### config.mk
export PLATFORM = sky130hd
export DESIGN_NAME = sdt_regs
export DESIGN_NICKNAME = d
export VERILOG_FILES = /design/src/sdt_pkg.sv /design/src/sdt_regs.sv
export SDC_FILE = /design/constraint.sdc
export NUM_CORES = 1
export LEC_CHECK = 0
export BUFFER_PORTS_ARGS = -buffer_cell sky130_fd_sc_hd__buf_2
export CAP_MARGIN = 20
export CORE_UTILIZATION = 34
export CTS_BUF_LIST = sky130_fd_sc_hd__clkbuf_16
export CTS_CLUSTER_DIAMETER = 100
export CTS_CLUSTER_SIZE = 40
export DETAILED_ROUTE_END_ITERATION = 8
export HOLD_SLACK_MARGIN = 0.12
export PLACE_DENSITY = 0.8
export RECOVER_POWER = 50
export SLEW_MARGIN = 20
export SYNTH_ARGS = -nofsm -noshare
export SYNTH_HDL_FRONTEND = slang
export SYNTH_SLANG_ARGS = --single-unit
### constraint.sdc
create_clock -name clk -period 0.9 [get_ports clk]
set_input_delay 0.135 -clock clk [delete_from_list [all_inputs] [get_ports clk]]
set_output_delay 0.135 -clock clk [all_outputs]
set_load 0.1 [all_outputs]
### src/sdt_pkg.sv
// Shared types and constants of the smoothstep dissolve core.
package sdt_pkg;

	// Field widths and number formats.
	localparam int ELAPSED_W            = 20;
	localparam int RATE_W               = 19;
	localparam int MODE_W               = 2;
	localparam int WEIGHT_FRAC_BITS     = 16;
	localparam int WEIGHT_W             = WEIGHT_FRAC_BITS + 1;
	localparam int PHASE_FRAC_BITS_DEF  = 32;
	localparam int EASE_BITS            = 30;

	localparam logic [WEIGHT_W-1:0] WEIGHT_FULL = {1'b1, {WEIGHT_FRAC_BITS{1'b0}}};

	// Configuration port.
	localparam int APB_DATA_W = 32;
	localparam int APB_ADDR_W = 3;
	localparam logic [APB_ADDR_W-3:0] REG_PHASE_RATE = '0;
	localparam logic [RATE_W-1:0] RATE_RESET = 19'd12271;

	// Request codes.
	localparam logic              REQ_SNAP     = 1'b1;
	localparam logic [MODE_W-1:0] MODE_EFFECTS = 2'd0;
	localparam logic [MODE_W-1:0] MODE_CLEAN   = 2'd1;

	typedef struct packed {
		logic                 req_type;
		logic [MODE_W-1:0]    req_mode;
		logic [ELAPSED_W-1:0] elapsed_us;
	} req_t;

	typedef struct packed {
		logic [WEIGHT_W-1:0] effects_weight;
		logic                heading_clean;
	} rsp_t;

	// Commands from the controller to the datapath.
	typedef struct packed {
		logic capture;
		logic step;
		logic advance;
		logic quantise;
		logic square;
		logic prepare;
		logic multiply;
		logic load;
	} cmd_t;

	// Status from the datapath to the controller.
	typedef struct packed {
		logic moves;
	} status_t;

endpackage

### src/sdt_regs.sv
// Configuration register file with its APB-style access port.
module sdt_regs (
	input  logic                             clk,
	input  logic                             arst_n,
	input  logic                             psel,
	input  logic                             penable,
	input  logic                             pwrite,
	input  logic [sdt_pkg::APB_ADDR_W-1:0]   paddr,
	input  logic [sdt_pkg::APB_DATA_W-1:0]   pwdata,
	output logic [sdt_pkg::APB_DATA_W-1:0]   prdata,
	output logic                             pready,
	output logic [sdt_pkg::RATE_W-1:0]       phase_rate
);

	logic [sdt_pkg::RATE_W-1:0] rate_q;
	logic                       hit;

	// Registers sit on word boundaries; the byte offset bits are ignored.
	assign hit = (paddr[sdt_pkg::APB_ADDR_W-1:2] == sdt_pkg::REG_PHASE_RATE);

	// The register is written in the access phase of a write transfer.
	always_ff @(posedge clk or negedge arst_n) begin
		if (!arst_n) begin
			rate_q <= sdt_pkg::RATE_RESET;
		end else if (psel && penable && pwrite && hit) begin
			rate_q <= pwdata[sdt_pkg::RATE_W-1:0];
		end
	end

	// Reads return the register, and zero elsewhere.
	assign prdata = hit ? {{(sdt_pkg::APB_DATA_W - sdt_pkg::RATE_W){1'b0}}, rate_q}
			: '0;
	assign pready = 1'b1;
	assign phase_rate = rate_q;

endmodule

### After elaboration in Yosys (flattened, before gate mapping)

Index checks and enable logic that the tools add are counted.

* word-level logic and storage cells: 6
* bits of input ports: 40
* register bits: 19
* output and inout port bits: 52

* mux-type cells: 1
* bitwise gates (word level): 1
* reduce and logical (&&, ||, !) cells: 3

Operator list (count)
* 19-bit two-way mux: 1
* 1-bit logical AND: 3
* 1-bit inverter: 1

### Depth between registers and ports, before layout

* depth in word-level cells: 3
* mapped depth: 4
* mapped depth without buffers: 2

### Worst setup path after synthesis

Ideal clock, no wire load.

* kind: register to output
* start: register rate_q (netlist bit phase_rate[4])
* end: output prdata[4] in the netlist's numbering
* arrival time: 2362 ps
* stages on the path, launching flop included: 2
* buffers on the path: 0
* setup slack: -1597 ps
* cell sequence: dfrtp_1 > nor2b_1

* longest elaborated chain between the ends: 1

Ends and longest elaborated chain
* start: declaration: line sdt_regs.sv:15 `logic [sdt_pkg::RATE_W-1:0] rate_q;`
* start signal: assignment: line sdt_regs.sv:24 `rate_q <= sdt_pkg::RATE_RESET;`
* start signal: assignment: line sdt_regs.sv:26 `rate_q <= pwdata[sdt_pkg::RATE_W-1:0];`
* 19-bit two-way mux: line sdt_regs.sv:31 `assign prdata = hit ? {{(sdt_pkg::APB_DATA_W - sdt_pkg::RATE_W){1'b0}}, rate_q}`
* end: declaration: line sdt_regs.sv:10 `output logic [sdt_pkg::APB_DATA_W-1:0] prdata,`

No other way between the ends.

### Worst setup path after layout

* start: register rate_q (netlist bit phase_rate[9])
* end: output prdata[9] in the netlist's numbering

The elaborated chain is that of the path after synthesis.

==> run metrics <==
Fill cells roughly 120; cell count after synthesis 78; Layout Nets roughly 220; Largest register FFs 19; Root Buffer clkbuf_16; via count of the first global-routing pass 939; Initial Util 37.1%; die height 57.6 um; first-pass GRT wire length between 4000 and 5000 um; clk sinks 19; Clk Latency, worst-skew pair approximately 0.25 ns; distinct cell type count of the synthesized netlist 12; MaxCap Viol Count 0; number of synthesized register bits 19; fin. max-slew vios 0; Post-Route Utilization 90.4%; I/O pins a little over 90; post-route ant nets 0; core area between 2000 and 3000 um2; Startpoint Class flop; Die Width 57.6 um; Synth Warn # 0; largest net degree at the start of global routing 20; Setup CP Type flop to output port; Residual DRC 8; # setup viols final 53; initial antenna violation count 0; fmax 720 MHz; CTS tree done; fin crit share 154%; WL/cell between 15 and 20 um; die footprint between 3000 and 4000 um2; drt first-iter violations 38; Area Growth Syn to Fin 144%; final setup margin -0.488 ns; synthesized area per cell between 10 and 15 um2; Lkg Pwr 1.25 nW; worst min path class input port to flop; worst slack at placement -0.176 ns; Vias/cell 4.47; design area 2560 um2; DR pass1 iterations 8; maximum clock path buffer count 2; violated checks design-rule violations, negative setup slack; H-Tree Depth 1; Antenna diodes 0; layout cells sized above 1 89.7%; Clock transition at path regs 0.06 ns; I/O Buffers 62; CP arrival approximately 1.3 ns; Critical Path RT 0.76 ns; WL final approximately 3600 um; maximum VDD drop 2.15 mV; RSZ-0062 raised after global routing yes; # rows 19; status finished, violations left; skew final 0 ns; DP Area 2220 um2; total power a little under 0.008 W; Post-Syn Area between 1000 and 1500 um2; minimum clock period approximately 1.4 ns; DR vias 921; CP max FO 2; RePlAce Congestion ~0.71; pwr dens 3030 nW/um2; Hold Vio Cnt, Final 0; total gr overflow 0; TritonCTS Buffers 3; register area share after synthesis 46.7%; post-route setup TNS -15.06 ns; All-Layer GR Usage 20.2%; endpoint class of the critical path output port
-- final timing paths --
path / slack (ns) / cells past startpoint / endpoint / startpoint
worst min register to register: 0.59 / 1 / phase_rate[15]$_DFFE_PN0P_ / phase_rate[15]$_DFFE_PN0P_
worst max register to register: -0.23 / 4 / phase_rate[10]$_DFFE_PN1P_ / phase_rate[10]$_DFFE_PN1P_
min in group asynchronous: 0.38 / 2 / phase_rate[12]$_DFFE_PN0P_ / arst_n
worst min-delay path: 0.11 / 2 / phase_rate[17]$_DFFE_PN0P_ / pwdata[17]
max in group asynchronous: 0.17 / 2 / phase_rate[16]$_DFFE_PN0P_ / arst_n
worst max-delay path: -0.49 / 2 / prdata[9] / phase_rate[9]$_DFFE_PN1P_
-- cell type report --
cell class                      instances  area (um2)  area share [%]
Multi-Input combinational cell         53         582            22.8
Sequential cell                        19         562            22.0
Clock inverter                          1        5.00           0.196
Clock buffer                            3        75.1            2.94
Tap cell                               31        38.8            1.52
Timing Repair Buffer                   99        1290            50.6
-- cell usage after synthesis --
| cell type | number | area, um2 |
|---|---|---|
| nor2b_1 | 8 | 50.1 |
| nand4b_4 | 1 | 23.8 |
| mux2_2 | 9 | 101 |
| conb_1 | 2 | 7.51 |
| clkbuf_1 | 2 | 7.51 |
| mux2_4 | 10 | 150 |
| buf_12 | 1 | 20.0 |
| and2b_1 | 11 | 82.6 |
| buf_6 | 1 | 11.3 |
| buf_4 | 14 | 105 |
| dfrtp_1 | 7 | 175 |
| dfstp_2 | 12 | 315 |
-- cell families after synthesis --
logic type | count (synthesis) | share of synthesized area, %
buf+inv | 18 | 13.7
flops | 19 | 46.7
mux | 19 | 24.0
other cells | 2 | 0.715
simple gates | 20 | 14.9
-- metrics by stage --
| step | hold WS, ns | cells |
|---|---|---|
| after floorplan | -0.161 | 90 |
| after global placement | 0.0898 | 184 |
| after detailed placement | 0.0893 | 184 |
| after CTS | 0.114 | 198 |
| after global routing | 0.118 | 206 |
| final | 0.113 | 206 |
-- critical path, stage by stage, from the launching register on --
cell	delay (ns)
dfstp_4	0.63
nor2b_4	0.19
buf_12	0.19
-- layer usage --
layer  global-route usage, %  part of all wire (%)
met5                       0                     0
met4                    6.62                   2.8
met3                    7.03                   8.5
met2                    35.0                    51
met1                    23.3                    38
-- power breakdown --
group	switching [W]	internal [W]	total [W]
Combinational	0.00320	0.00220	0.00540
Clock	0.000322	0.000595	0.000917
Sequential	0.000179	0.00126	0.00144
-- timing repair --
item,4_1_cts,5_1_grt
hold buffers,3,1
resized for setup,19,11
cloned,0,0
setup buffers,7,7
setup endpoints to repair,50,53
endpoints found under the hold margin,11,2
-- layout by cell type, fill, tap and decap left out, drive strengths merged --
master / instances
dfstp: 12
nor2b: 8
and2b: 11
dfrtp: 7
mux2: 19
conb: 14
dlygate4sd3: 4
clkbuf: 4
nand4b: 1
clkinv: 1
buf: 94
(Power assumes the default switching activity.)
