$ cat src/sdt_pkg.sv
// Shared types and constants of the smoothstep dissolve core.
package sdt_pkg;

	// Field widths and number formats.
	localparam int ELAPSED_W            = 20;
	localparam int RATE_W               = 19;
	localparam int MODE_W               = 2;
	localparam int WEIGHT_FRAC_BITS     = 16;
	localparam int WEIGHT_W             = WEIGHT_FRAC_BITS + 1;
	localparam int PHASE_FRAC_BITS_DEF  = 32;
	localparam int EASE_BITS            = 30;

	localparam logic [WEIGHT_W-1:0] WEIGHT_FULL = {1'b1, {WEIGHT_FRAC_BITS{1'b0}}};

	// Configuration port.
	localparam int APB_DATA_W = 32;
	localparam int APB_ADDR_W = 3;
	localparam logic [APB_ADDR_W-3:0] REG_PHASE_RATE = '0;
	localparam logic [RATE_W-1:0] RATE_RESET = 19'd12271;

	// Request codes.
	localparam logic              REQ_SNAP     = 1'b1;
	localparam logic [MODE_W-1:0] MODE_EFFECTS = 2'd0;
	localparam logic [MODE_W-1:0] MODE_CLEAN   = 2'd1;

	typedef struct packed {
		logic                 req_type;
		logic [MODE_W-1:0]    req_mode;
		logic [ELAPSED_W-1:0] elapsed_us;
	} req_t;

	typedef struct packed {
		logic [WEIGHT_W-1:0] effects_weight;
		logic                heading_clean;
	} rsp_t;

	// Commands from the controller to the datapath.
	typedef struct packed {
		logic capture;
		logic step;
		logic advance;
		logic quantise;
		logic square;
		logic prepare;
		logic multiply;
		logic load;
	} cmd_t;

	// Status from the datapath to the controller.
	typedef struct packed {
		logic moves;
	} status_t;

endpackage

$ cat src/sdt_ctrl.sv
// Controller state machine that sequences one item through the datapath.
module sdt_ctrl (
	input  logic              clk,
	input  logic              arst_n,
	input  logic              req_valid,
	output logic              req_ready,
	output logic              rsp_valid,
	input  logic              rsp_ready,
	input  sdt_pkg::status_t  status,
	output sdt_pkg::cmd_t     cmd
);

	typedef enum logic [7:0] {
		S_IDLE = 8'b0000_0001,
		S_TURN = 8'b0000_0010,
		S_ADV  = 8'b0000_0100,
		S_QNT  = 8'b0000_1000,
		S_SQR  = 8'b0001_0000,
		S_PREP = 8'b0010_0000,
		S_MUL  = 8'b0100_0000,
		S_OUT  = 8'b1000_0000
	} state_t;

	state_t state_q;
	state_t state_d;
	logic   rsp_valid_q;

	// Commands follow directly from the state; capture and load are also gated by the handshakes.
	always_comb begin
		cmd          = '0;
		cmd.capture  = (state_q == S_IDLE) && req_valid;
		cmd.step     = (state_q == S_TURN);
		cmd.advance  = (state_q == S_ADV);
		cmd.quantise = (state_q == S_QNT);
		cmd.square   = (state_q == S_SQR);
		cmd.prepare  = (state_q == S_PREP);
		cmd.multiply = (state_q == S_MUL);
		cmd.load     = (state_q == S_OUT) && (!rsp_valid_q || rsp_ready);
	end

	// Next state: the advance step is skipped when the phase cannot move.
	always_comb begin
		state_d = state_q;
		case (state_q)
			S_IDLE: begin
				if (req_valid) state_d = S_TURN;
			end
			S_TURN: begin
				state_d = status.moves ? S_ADV : S_QNT;
			end
			S_ADV:  state_d = S_QNT;
			S_QNT:  state_d = S_SQR;
			S_SQR:  state_d = S_PREP;
			S_PREP: state_d = S_MUL;
			S_MUL:  state_d = S_OUT;
			S_OUT: begin
				if (cmd.load) state_d = S_IDLE;
			end
			default: state_d = S_IDLE;
		endcase
	end

	always_ff @(posedge clk or negedge arst_n) begin
		if (!arst_n) begin
			state_q <= S_IDLE;
		end else begin
			state_q <= state_d;
		end
	end

	// The result register is full from its load until its transfer.
	always_ff @(posedge clk or negedge arst_n) begin
		if (!arst_n) begin
			rsp_valid_q <= 1'b0;
		end else if (cmd.load) begin
			rsp_valid_q <= 1'b1;
		end else if (rsp_ready) begin
			rsp_valid_q <= 1'b0;
		end
	end

	assign req_ready = (state_q == S_IDLE);
	assign rsp_valid = rsp_valid_q;

endmodule

$ cat config.mk
export PLATFORM = sky130hd
export DESIGN_NAME = sdt_ctrl
export DESIGN_NICKNAME = d
export VERILOG_FILES = /design/src/sdt_pkg.sv /design/src/sdt_ctrl.sv
export SDC_FILE = /design/constraint.sdc
export NUM_CORES = 1
export LEC_CHECK = 0
export ABC_AREA = 1
export BUFFER_PORTS_ARGS = -buffer_cell sky130_fd_sc_hd__buf_4
export CELL_PAD_IN_SITES_DETAIL_PLACEMENT = 1
export CELL_PAD_IN_SITES_GLOBAL_PLACEMENT = 1
export CORE_MARGIN = 4
export CORE_UTILIZATION = 33
export DETAILED_ROUTE_END_ITERATION = 8
export GPL_ROUTABILITY_DRIVEN = 0
export PLACE_DENSITY_LB_ADDON = 0.1
export SYNTH_ARGS = -nofsm -noshare
export SYNTH_HDL_FRONTEND = slang
export SYNTH_SLANG_ARGS = --single-unit
$ cat constraint.sdc
create_clock -name clk -period 1.3 [get_ports clk]
set_input_delay 0.13 -clock clk [delete_from_list [all_inputs] [get_ports clk]]
set_output_delay 0.13 -clock clk [all_outputs]
set_load 0.01 [all_outputs]
== Yosys cells after proc, flatten, opt, wreduce, memory -nomap -nowiden ==
Index checks and enable logic that the tools add are counted.
Operators by class
  eq/ne operators: 10
  mux-type cells: 6
  reductions and logical operators: 6
Operators with widths (count)
  $pmux 8 s8: 1
  $mux 8: 2
  $eq 8x1->1 const B: 1
  $eq 8x2->1 const B: 1
  $eq 8x3->1 const B: 1
  $eq 8x4->1 const B: 1
  $eq 8x5->1 const B: 1
  $eq 8x6->1 const B: 1
  $eq 8x7->1 const B: 1
  $eq 8x8->1 const B: 1
  $mux 4: 1
  $ne 2x2->1 const B: 2
  $logic_and 1x1->1: 2
  $mux 1: 2
  $reduce_and 2->1: 1
  $reduce_bool 2->1: 1
  $logic_not 1->1: 1
  $logic_or 1x1->1: 1
Storage, ports and cells
  register bits after elaboration: 9
  bits of input ports: 5
  output and inout bits: 10
  word-level logic and storage cells: 24

== Depth between registers and ports, before layout ==
Gate-level depths: netlist of run 1.
  depth after elaboration: 5
  depth in mapped cells: 8
  depth with buffers taken out: 8

== Least setup slack after synthesis of run 1 ==
OpenSTA, ideal clock, no wires.
  kind: flip-flop to flip-flop
  start: register state_q[0]
  end: register state_q[0]
  arrival time: 1.004 ns
  data required time: 1.223 ns
  slack: 0.219 ns
  stages on the path, launching flop included: 8
  period minus slack after synthesis: 1.081 ns
  cell sequence: dfstp_2 -> nand2_1 -> nor2_2 -> nand3_1 -> nand2_1 -> inv_1 -> nand3_1 -> nand2_1
On the way
  longest elaborated chain between the ends: 4
  elaborated cells between the ends (all ways): 13
Ends and longest elaborated chain
  start, declared: RTL line sdt_ctrl.sv:24  | state_t state_q;
  start signal, assigned: RTL line sdt_ctrl.sv:67  | state_q <= state_d;
  $eq 8x8->1: RTL line sdt_ctrl.sv:38, sdt_ctrl.sv:44
  $logic_and 1x1->1: RTL line sdt_ctrl.sv:38  | cmd.load = (state_q == S_OUT) && (!rsp_valid_q || rsp_ready);
  $ne 2x2->1 (no source line)
  $reduce_and 2->1 (no source line)
Several ways; a longest one is shown, not always the timed one.
A chain may end at the register's enable or synchronous reset.

==> results of run 1 <==
synth_stat cells:
library cell | count | area (µm²)
dfrtp_1 | 8 | 200.2
dfstp_2 | 1 | 26.28
nand3_1 | 4 | 20.02
inv_2 | 5 | 18.77
inv_1 | 18 | 67.56
o21ai_1 | 1 | 5.000
nor2_2 | 3 | 18.77
nand2_1 | 14 | 52.55
nor2_4 | 2 | 22.52
nand4_1 | 2 | 12.51
o21ai_0 | 1 | 5.000
nor2_1 | 15 | 56.30
nand2_2 | 7 | 43.79
sequential cells by signal, indices dropped and copies added (netlist names):
register	flops
state_q	8
rsp_valid	1
what timing repair did:
| item | CTS | global route |
|---|---|---|
| setup endpoints to repair | 9 | 10 |
| endpoints found under the hold margin | 9 | 0 |
| pin swaps | 7 | 12 |
| hold buffers | 1 | 0 |
| cloned | 0 | 0 |
| gates resized for setup | 9 | 16 |
| buffers inserted | 8 | 2 |
stage by stage:
stage               cell area (µm²)  instances
floorplan                     549.3         81
CTS                           790.8        124
detailed placement            674.4        111
global placement              674.4        111
finish                        853.3        125
global route                  853.3        125
worst max path at each step:
stage,from,endpoint,cells past startpoint
after CTS,state_q[0],cmd[7],5
final,state_q[1],cmd[0],6
after global placement,state_q[0],cmd[7],5
after global routing,state_q[0],cmd[7],5
after detailed placement,state_q[0],state_q[0],7
after floorplan,state_q[0],state_q[0],7
area by class of cell:
class	count	area [µm²]
sequential	9	226.5
clock buffer	4	26.28
timing repair buffer	24	205.2
multi-input combinational	49	289.0
inverter	23	86.33
fill	203	688.2
tap	16	20.02
report_power, final:
part / switching (mW) / internal [mW] / total (mW)
registers: 0.0616 / 0.341 / 0.402
logic: 0.436 / 0.357 / 0.792
clock network: 0.114 / 0.119 / 0.233
total: 0.612 / 0.816 / 1.43
routing by layer:
metal	track usage, %	vias to the layer above	share of wire, %
met5	0	-	0
met4	8.072	0	2.4
met3	3.976	5	2.8
met2	21.74	9	50
met1	17.70	278	45
li1	-	290	-
cell families (layout without fill, tap and decap cells):
family | Yosys count | in the layout
AO/OA/AOI/OAI | 2 | 2
buffers and inverters | 23 | 51
flip-flops | 9 | 9
AND/OR/NAND/NOR | 47 | 47
critical path: stages (launching register included):
cell and delay (ns):
dfrtp_1 0.44, inv_2 0.11, nand2_4 0.06, nor2_4 0.15, nand2_2 0.07, nor2_1 0.09, buf_4 0.12
==> metrics, run 1 <==
status=finished, violations left; failing checks=setup timing; largest family of logic cells by synthesized area=simple AND/OR/NAND/NOR gates; First-pass DRT Iterations=3; Placement Setup Slack=roughly 0.13 ns; Wirelength per Cell=12.90 µm; most common cell after layout, fill and taps aside=buf_4; I/O Buffers=14; vias in the first global route=~560; crit path DAT=between 1 and 1.5 ns; TritonCTS Buffers=3; post-route antenna net violation count=0; layout cells sized above 1=between 50% and 60%; Worst R2R Start=state_q[0]; RSZ-0062 raised after global routing=yes; # rows=14; WHS=0.03293 ns; post-synthesis xor/xnor area fraction=0%; drc violations=0; reported max-cap violation count=0; routed vias/inst=4.656; Total Routing Usage GR=14.21%; Worst Hold Class=input port to register; largest net degree at the start of global routing=10; Worst Path Required=1.17 ns; post-synthesis compound-gate area fraction=about 1.8%; commonest non-fill, non-tap cells in the layout=buf_4 (17), inv_1 (15), nand2_1 (11); total power=1.428 mW; via count=582; final net count=between 100 and 150; endpoints failing hold=0; Slew HR=87.99%; sequential-to-total area share from yosys stat=41.23%; Hold Crit Start=status; Finished Core Util=approximately 55%; Reg clk slew, reported paths=0.07 ns; R2R Setup Slk=0 ns; GR Overflow Total=0; post-synthesis net count=86; initial DRC count=6; setup ws final=-0.1534 ns; Mapped Cells=81; Final Cycle Share=111.8%; Routed WL=1613 µm; Clock Skew=0.008796 ns; I/O pin total=15; core area=0.001541 mm²; Final Setup Violations=10; Mapped Avg Cell Area=6.781 µm²; Reg-to-Reg End=state_q[0]; fin. max-slew vios=0; Die Y-Extent=approximately 50 µm; # clock sinks=9; Slew @ Worst Pin=0.1801 ns; Adder-Cell Fraction of Synth Area=0%; antenna violations before repair=0; CTS tree=done; PD cells=1674 mW/mm²; synthesized area=around 550 µm²; synth warn=0; Initial Util=~36%; endpoint with the worst hold slack=state_q[3]; hold path depth=2; number of diodes=0; kind of critical path=register to output port; Layout area overhead=55.35%; Worst Path Max Fanout=4; Startpoint Class=register; Root Driver=clkbuf_4; Die X=just under 50 µm; first-pass GRT wire length=2546 µm; mux cell area share after synthesis=0%; Synth cell types=13; Crit. End Element=output port; TNS Setup=-0.9411 ns; Peak Freq=688.0 MHz; register bit total from synthesis=9; post-route minimum period=~1.5 ns; Pleak=0.5169 nW; DIE AREA=about 0.0024 mm²; maximum VDD drop=0.8729 mV; dpl hpwl=1042 µm; largest buffer count on any clock path=2; CTS H-Tree Depth=1; latest clock arrival within the worst-skew pair=0.27 ns; post-synthesis simple-gate area fraction=41.23%; worst r2r path cells=8
No activity file was read; power rests on OpenSTA's default activity.
==> run 2: changes to the inputs <==
- SKIP_CTS_REPAIR_TIMING: not set -> 1
==> metrics, run 2 (synthesis results as in run 1) <==
cell count along the critical path=5; Sequential cell area=226.5 µm²; worst-path cell chain=nand2_2 > nor2_4 > nand2_4 > nor2_4 > buf_6; # rows=14; WHS=0.04926 ns; Routed WL=1545 µm; Worst Path Required=1.17 ns; Clock Skew=around 0.0013 ns; I/O Buffers=14; PD cells=around 1700 mW/mm²; sequential share of power=29.0%; Pleak=0.5071 nW; Placed Instances=111; I/O pin total=15; latest clock arrival within the worst-skew pair=0.26 ns; Biggest register=state_q; maximum VDD drop=about 0.85 mV; routed vias/inst=about 4.5; Slew @ Worst Pin=0.1702 ns; CTS tree=done; most used cell, CP=nor2_4; final instance area=835.8 µm²; Wirelength per Cell=roughly 12 µm; DIE AREA=0.002381 mm²; Startpoint Class=register; R2R Setup Slk=0.03 ns; Finished Core Util=54.22%; Total Routing Usage GR=11.75%; Layout area overhead=52.16%; most common cell after layout, fill and taps aside=buf_4; fin cells=124; largest buffer count on any clock path=2; Root Driver=clkbuf_4; endpoints failing hold=0; CP bufs+invs=1; # clock sinks=9; Worst Path Max Fanout=4; Initial Util=between 30% and 40%; Worst Hold Class=input port to register; commonest non-fill, non-tap cells in the layout=buf_4 (18), inv_1 (15), nand2_1 (12); First-pass DRT Iterations=4; Worst R2R Start=state_q[0]; Reg-to-Reg End=state_q[0]; RSZ-0062 raised after global routing=yes; Final Cycle Share=111.2%; kind of critical path=register to output port; first-pass GRT wire length=2139 µm; reported max-cap violation count=0; Final Setup Violations=9; Die X=48.80 µm; initial DRC count=9; GR Overflow Total=0; Reg clk slew, reported paths=0.06 ns; Die Y-Extent=between 40 and 50 µm; number of diodes=0; post-route antenna net violation count=0; multi-input logic area=284.0 µm²; antenna violations before repair=0; layout cells sized above 1=50.93%; Peak Freq=691.8 MHz; final net count=between 100 and 150; dpl hpwl=around 1000 µm; CTS H-Tree Depth=1; Largest register FFs=8; status=finished, violations left; vias in the first global route=515; total power=1.383 mW; hold path depth=2; setup ws final=-0.1455 ns; endpoint with the worst hold slack=state_q[3]; internal cell power=roughly 0.79 mW; Psw=between 0.5 and 0.6 mW; crit path DAT=1.32 ns; crit path max-delay cell type=dfstp_2; Slew HR=88.61%; Clk network pwr share=15.9%; drc violations=0; Comb power frac=55.1%; largest net degree at the start of global routing=10; via count=554; Hold Crit Start=status; fin. max-slew vios=0; post-route minimum period=1.445 ns; failing checks=setup timing; core area=0.001541 mm²; Crit path largest cell delay=about 0.58 ns; Crit. End Element=output port; Sw Share=42.83%; fillers=around 200; TritonCTS Buffers=3; Placement Cell Area=674.4 µm²; worst r2r path cells=8; CP top delay family=flip-flops
run 2: changes by cell type in the layout (fill, tap and decap cells not counted), sizes merged:
cell  delta
buf      -1
run 2: layout make-up:
class	instances	share of cell area, %
clock buffers	4	3.144
repair buffers	23	22.75
flip-flops and latches	9	27.10
inverters	23	10.63
well taps	16	2.395
multi-input cells	49	33.98
run 2: metal layers:
layer | vias to the layer above | wire (µm) | GRT usage [%]
met5 | - | 0 | 0
met4 | 0 | 21 | 6.726
met3 | 4 | 52 | 3.976
met2 | 10 | 767 | 18.04
met1 | 252 | 704 | 14.12
li1 | 288 | - | -
run 2: worst max path at each step:
| stage | endpoint | slack [ns] | from |
|---|---|---|---|
| after detailed placement | state_q[0] | 0.13 | state_q[0] |
| after CTS | cmd[7] | -0.16 | state_q[0] |
| after floorplan | state_q[0] | 0.22 | state_q[0] |
| after global placement | cmd[7] | 0.16 | state_q[0] |
| final | cmd[7] | -0.15 | state_q[0] |
| after global routing | cmd[0] | -0.22 | state_q[1] |
run 2: stage by stage:
step	setup WS (ns)	setup TNS (ns)
finish	-0.1455	-0.8718
global route	-0.2170	-1.658
CTS	-0.1587	-0.9337
detailed placement	0.1336	0
global placement	0.1603	0
floorplan	0.2189	0
run 2: power by group through the flow:
stage,Combinational [mW],Sequential [mW],Clock [mW]
CTS,0.560,0.387,0.229
global placement,0.550,0.387,0
global route,0.841,0.408,0.250
detailed placement,0.558,0.389,0
finish,0.762,0.401,0.220
floorplan,0.394,0.382,0
==> run 3: changes to the inputs <==
- ABC_AREA: 1 -> not set
- CORE_UTILIZATION: 33 -> 36
==> metrics, run 3 <==
Async S/R FF share, synth=100.0%; Clock Skew=0.002591 ns; post-synthesis net count=57; routed vias/inst=roughly 5.3; Crit. End Element=output port; vias in the first global route=606; R2R Setup Slk=-0.33 ns; PD cells=around 1700 mW/mm²; DIE AREA=0.002169 mm²; Final Setup Violations=13; Root Driver=clkbuf_4; most common cell after layout, fill and taps aside=buf_4; CTS tree=done; Post-synth EDFFs=0; Die X=~47 µm; number of diodes=0; Psw=0.5976 mW; crit path max-delay cell type=dfrtp_2; top cells by count, synth=dfrtp_1 (8), and3_1 (4), inv_1 (4); Worst Path Required=about 1.2 ns; setup ws final=-0.4678 ns; status=finished, violations left; layout cells sized above 1=59.34%; # clock sinks=9; Sw Share=approximately two fifths; cell count along the critical path=5; most frequent cell after synthesis=dfrtp_1; maximum VDD drop=0.9730 mV; fin. max-slew vios=0; Worst Setup EP=cmd[3]; Finished Core Util=65.80%; via count=around 570; endpoints failing hold=0; final instance area=888.4 µm²; I/O pin total=15; post-route minimum period=1.768 ns; Slew HR=75.60%; Crit path largest cell delay=0.43 ns; TritonCTS Buffers=3; GR Overflow Total=0; Worst R2R Start=state_q[2]; Routed WL=around 1800 µm; Initial Util=between 30% and 40%; commonest non-fill, non-tap cells in the layout=buf_4 (33), dfrtp_1 (6), and3_1 (4); Pleak=roughly 0.47 nW; worst-path cell chain=buf_4 > nor4b_2 > buf_4 > and3_1 > buf_4; Reg-to-Reg End=state_q[0]; Die Y-Extent=46.57 µm; crit path launch=state_q[3]; internal cell power=0.9103 mW; Total Routing Usage GR=17.33%; # rows=13; latest clock arrival within the worst-skew pair=0.27 ns; TNS Setup=-4.273 ns; antenna violations before repair=0; Largest register FFs=8; Synth area leaders=dfrtp_1 (37%), dfstp_2 (4.9%), and3_1 (4.7%); Sequential cell area=229.0 µm²; drc violations=0; I/O Buffers=14; CTS H-Tree Depth=1; Wirelength per Cell=16.72 µm; initial DRC count=5; RSZ-0062 raised after global routing=yes; core area=0.001350 mm²; Final Cycle Share=136.0%; Placement Cell Area=774.5 µm²; Placement Setup Slack=-0.2226 ns; Synth cell types=28; Clk network pwr share=around 15%; Layout area overhead=65.89%; Comb power frac=58.1%; First-pass DRT Iterations=4; Yosys top cell by area=dfrtp_1; crit path DAT=roughly 1.6 ns; largest net degree at the start of global routing=10; CP bufs+invs=3; register bit total from synthesis=9; synth warn=0; synthesized area=535.5 µm²; kind of critical path=register to output port; Startpoint Class=register; Peak Freq=about 570 MHz; final net count=97; worst r2r path cells=6; Worst Hold Class=input port to register; Reg clk slew, reported paths=0.06 ns; Mapped Cells=52; reported max-cap violation count=0; failing checks=setup timing; Biggest register=state_q; Slew @ Worst Pin=about 0.37 ns; fillers=154; sequential share of power=27.1%; share of the synthesized area in the top cell type=37.38%; largest buffer count on any clock path=2; Mapped Avg Cell Area=between 10 and 15 µm²; dpl hpwl=1139 µm; CP top delay family=simple AND/OR/NAND/NOR gates; Top FF cell, synth=dfrtp_1; post-route antenna net violation count=0; sequential-to-total area share from yosys stat=42.29%; multi-input logic area=319.1 µm²; first-pass GRT wire length=2635 µm; Worst Path Max Fanout=4; most used cell, CP=buf_4
==> run 3: cell types whose count changed after synthesis, moves of 3 or more <==
cell / before / now
and2_1: 0 / 3
and3_1: 0 / 4
inv_1: 18 / 4
inv_2: 5 / 0
nand2_1: 14 / 2
nand2_2: 7 / 1
nor2_1: 15 / 3
==> run 3: metal layers <==
layer	global-route usage (%)	routed length [µm]	vias up
met5	0	0	-
met4	5.114	25	0
met3	3.516	101	5
met2	30.49	934	18
met1	20.84	712	274
li1	-	-	268
==> run 3: metrics by stage <==
step	hold slack, ns	power (mW)	instances
3_5_place_dp	-0.03578	1.125	95
2_1_floorplan	-0.1656	0.8038	52
4_1_cts	-0.3183	1.367	99
5_1_grt	0.09433	1.597	106
3_3_place_gp	-0.03977	1.097	95
6_report	0.07649	1.508	106
==> run 3: worst min path at each step <==
stage | startpoint | to | slack [ns] | cells after the start
after detailed placement | arst_n | state_q[5] | -0.04 | 1
after global placement | arst_n | state_q[5] | -0.04 | 1
after floorplan | arst_n | rsp_valid | -0.17 | 0
final | rsp_ready | rsp_valid | 0.08 | 2
after global routing | status | state_q[2] | 0.09 | 2
after CTS | arst_n | state_q[5] | -0.32 | 1
==> run 3: logic make-up after synthesis <==
family,share of synthesized area (%)
and+or+nand+nor,39.02
DFF,42.29
xor gates and xnor gates,1.636
buffers and inverters,4.906
AOI/OAI and AO/OA,12.15
==> run 3: layout make-up <==
class,instances,share of cell area (%)
multi-input cells,38,35.92
repair buffers,36,31.55
flip-flops and latches,9,25.77
clock buffers,4,2.958
well taps,15,2.113
inverters,4,1.690
==> run 3: power groups by stage <==
stage	registers [mW]	logic, mW	clock network (mW)
2_1_floorplan	0.399	0.404	0
3_3_place_gp	0.390	0.706	0
3_5_place_dp	0.394	0.731	0
4_1_cts	0.391	0.751	0.225
5_1_grt	0.415	0.946	0.236
6_report	0.409	0.876	0.224
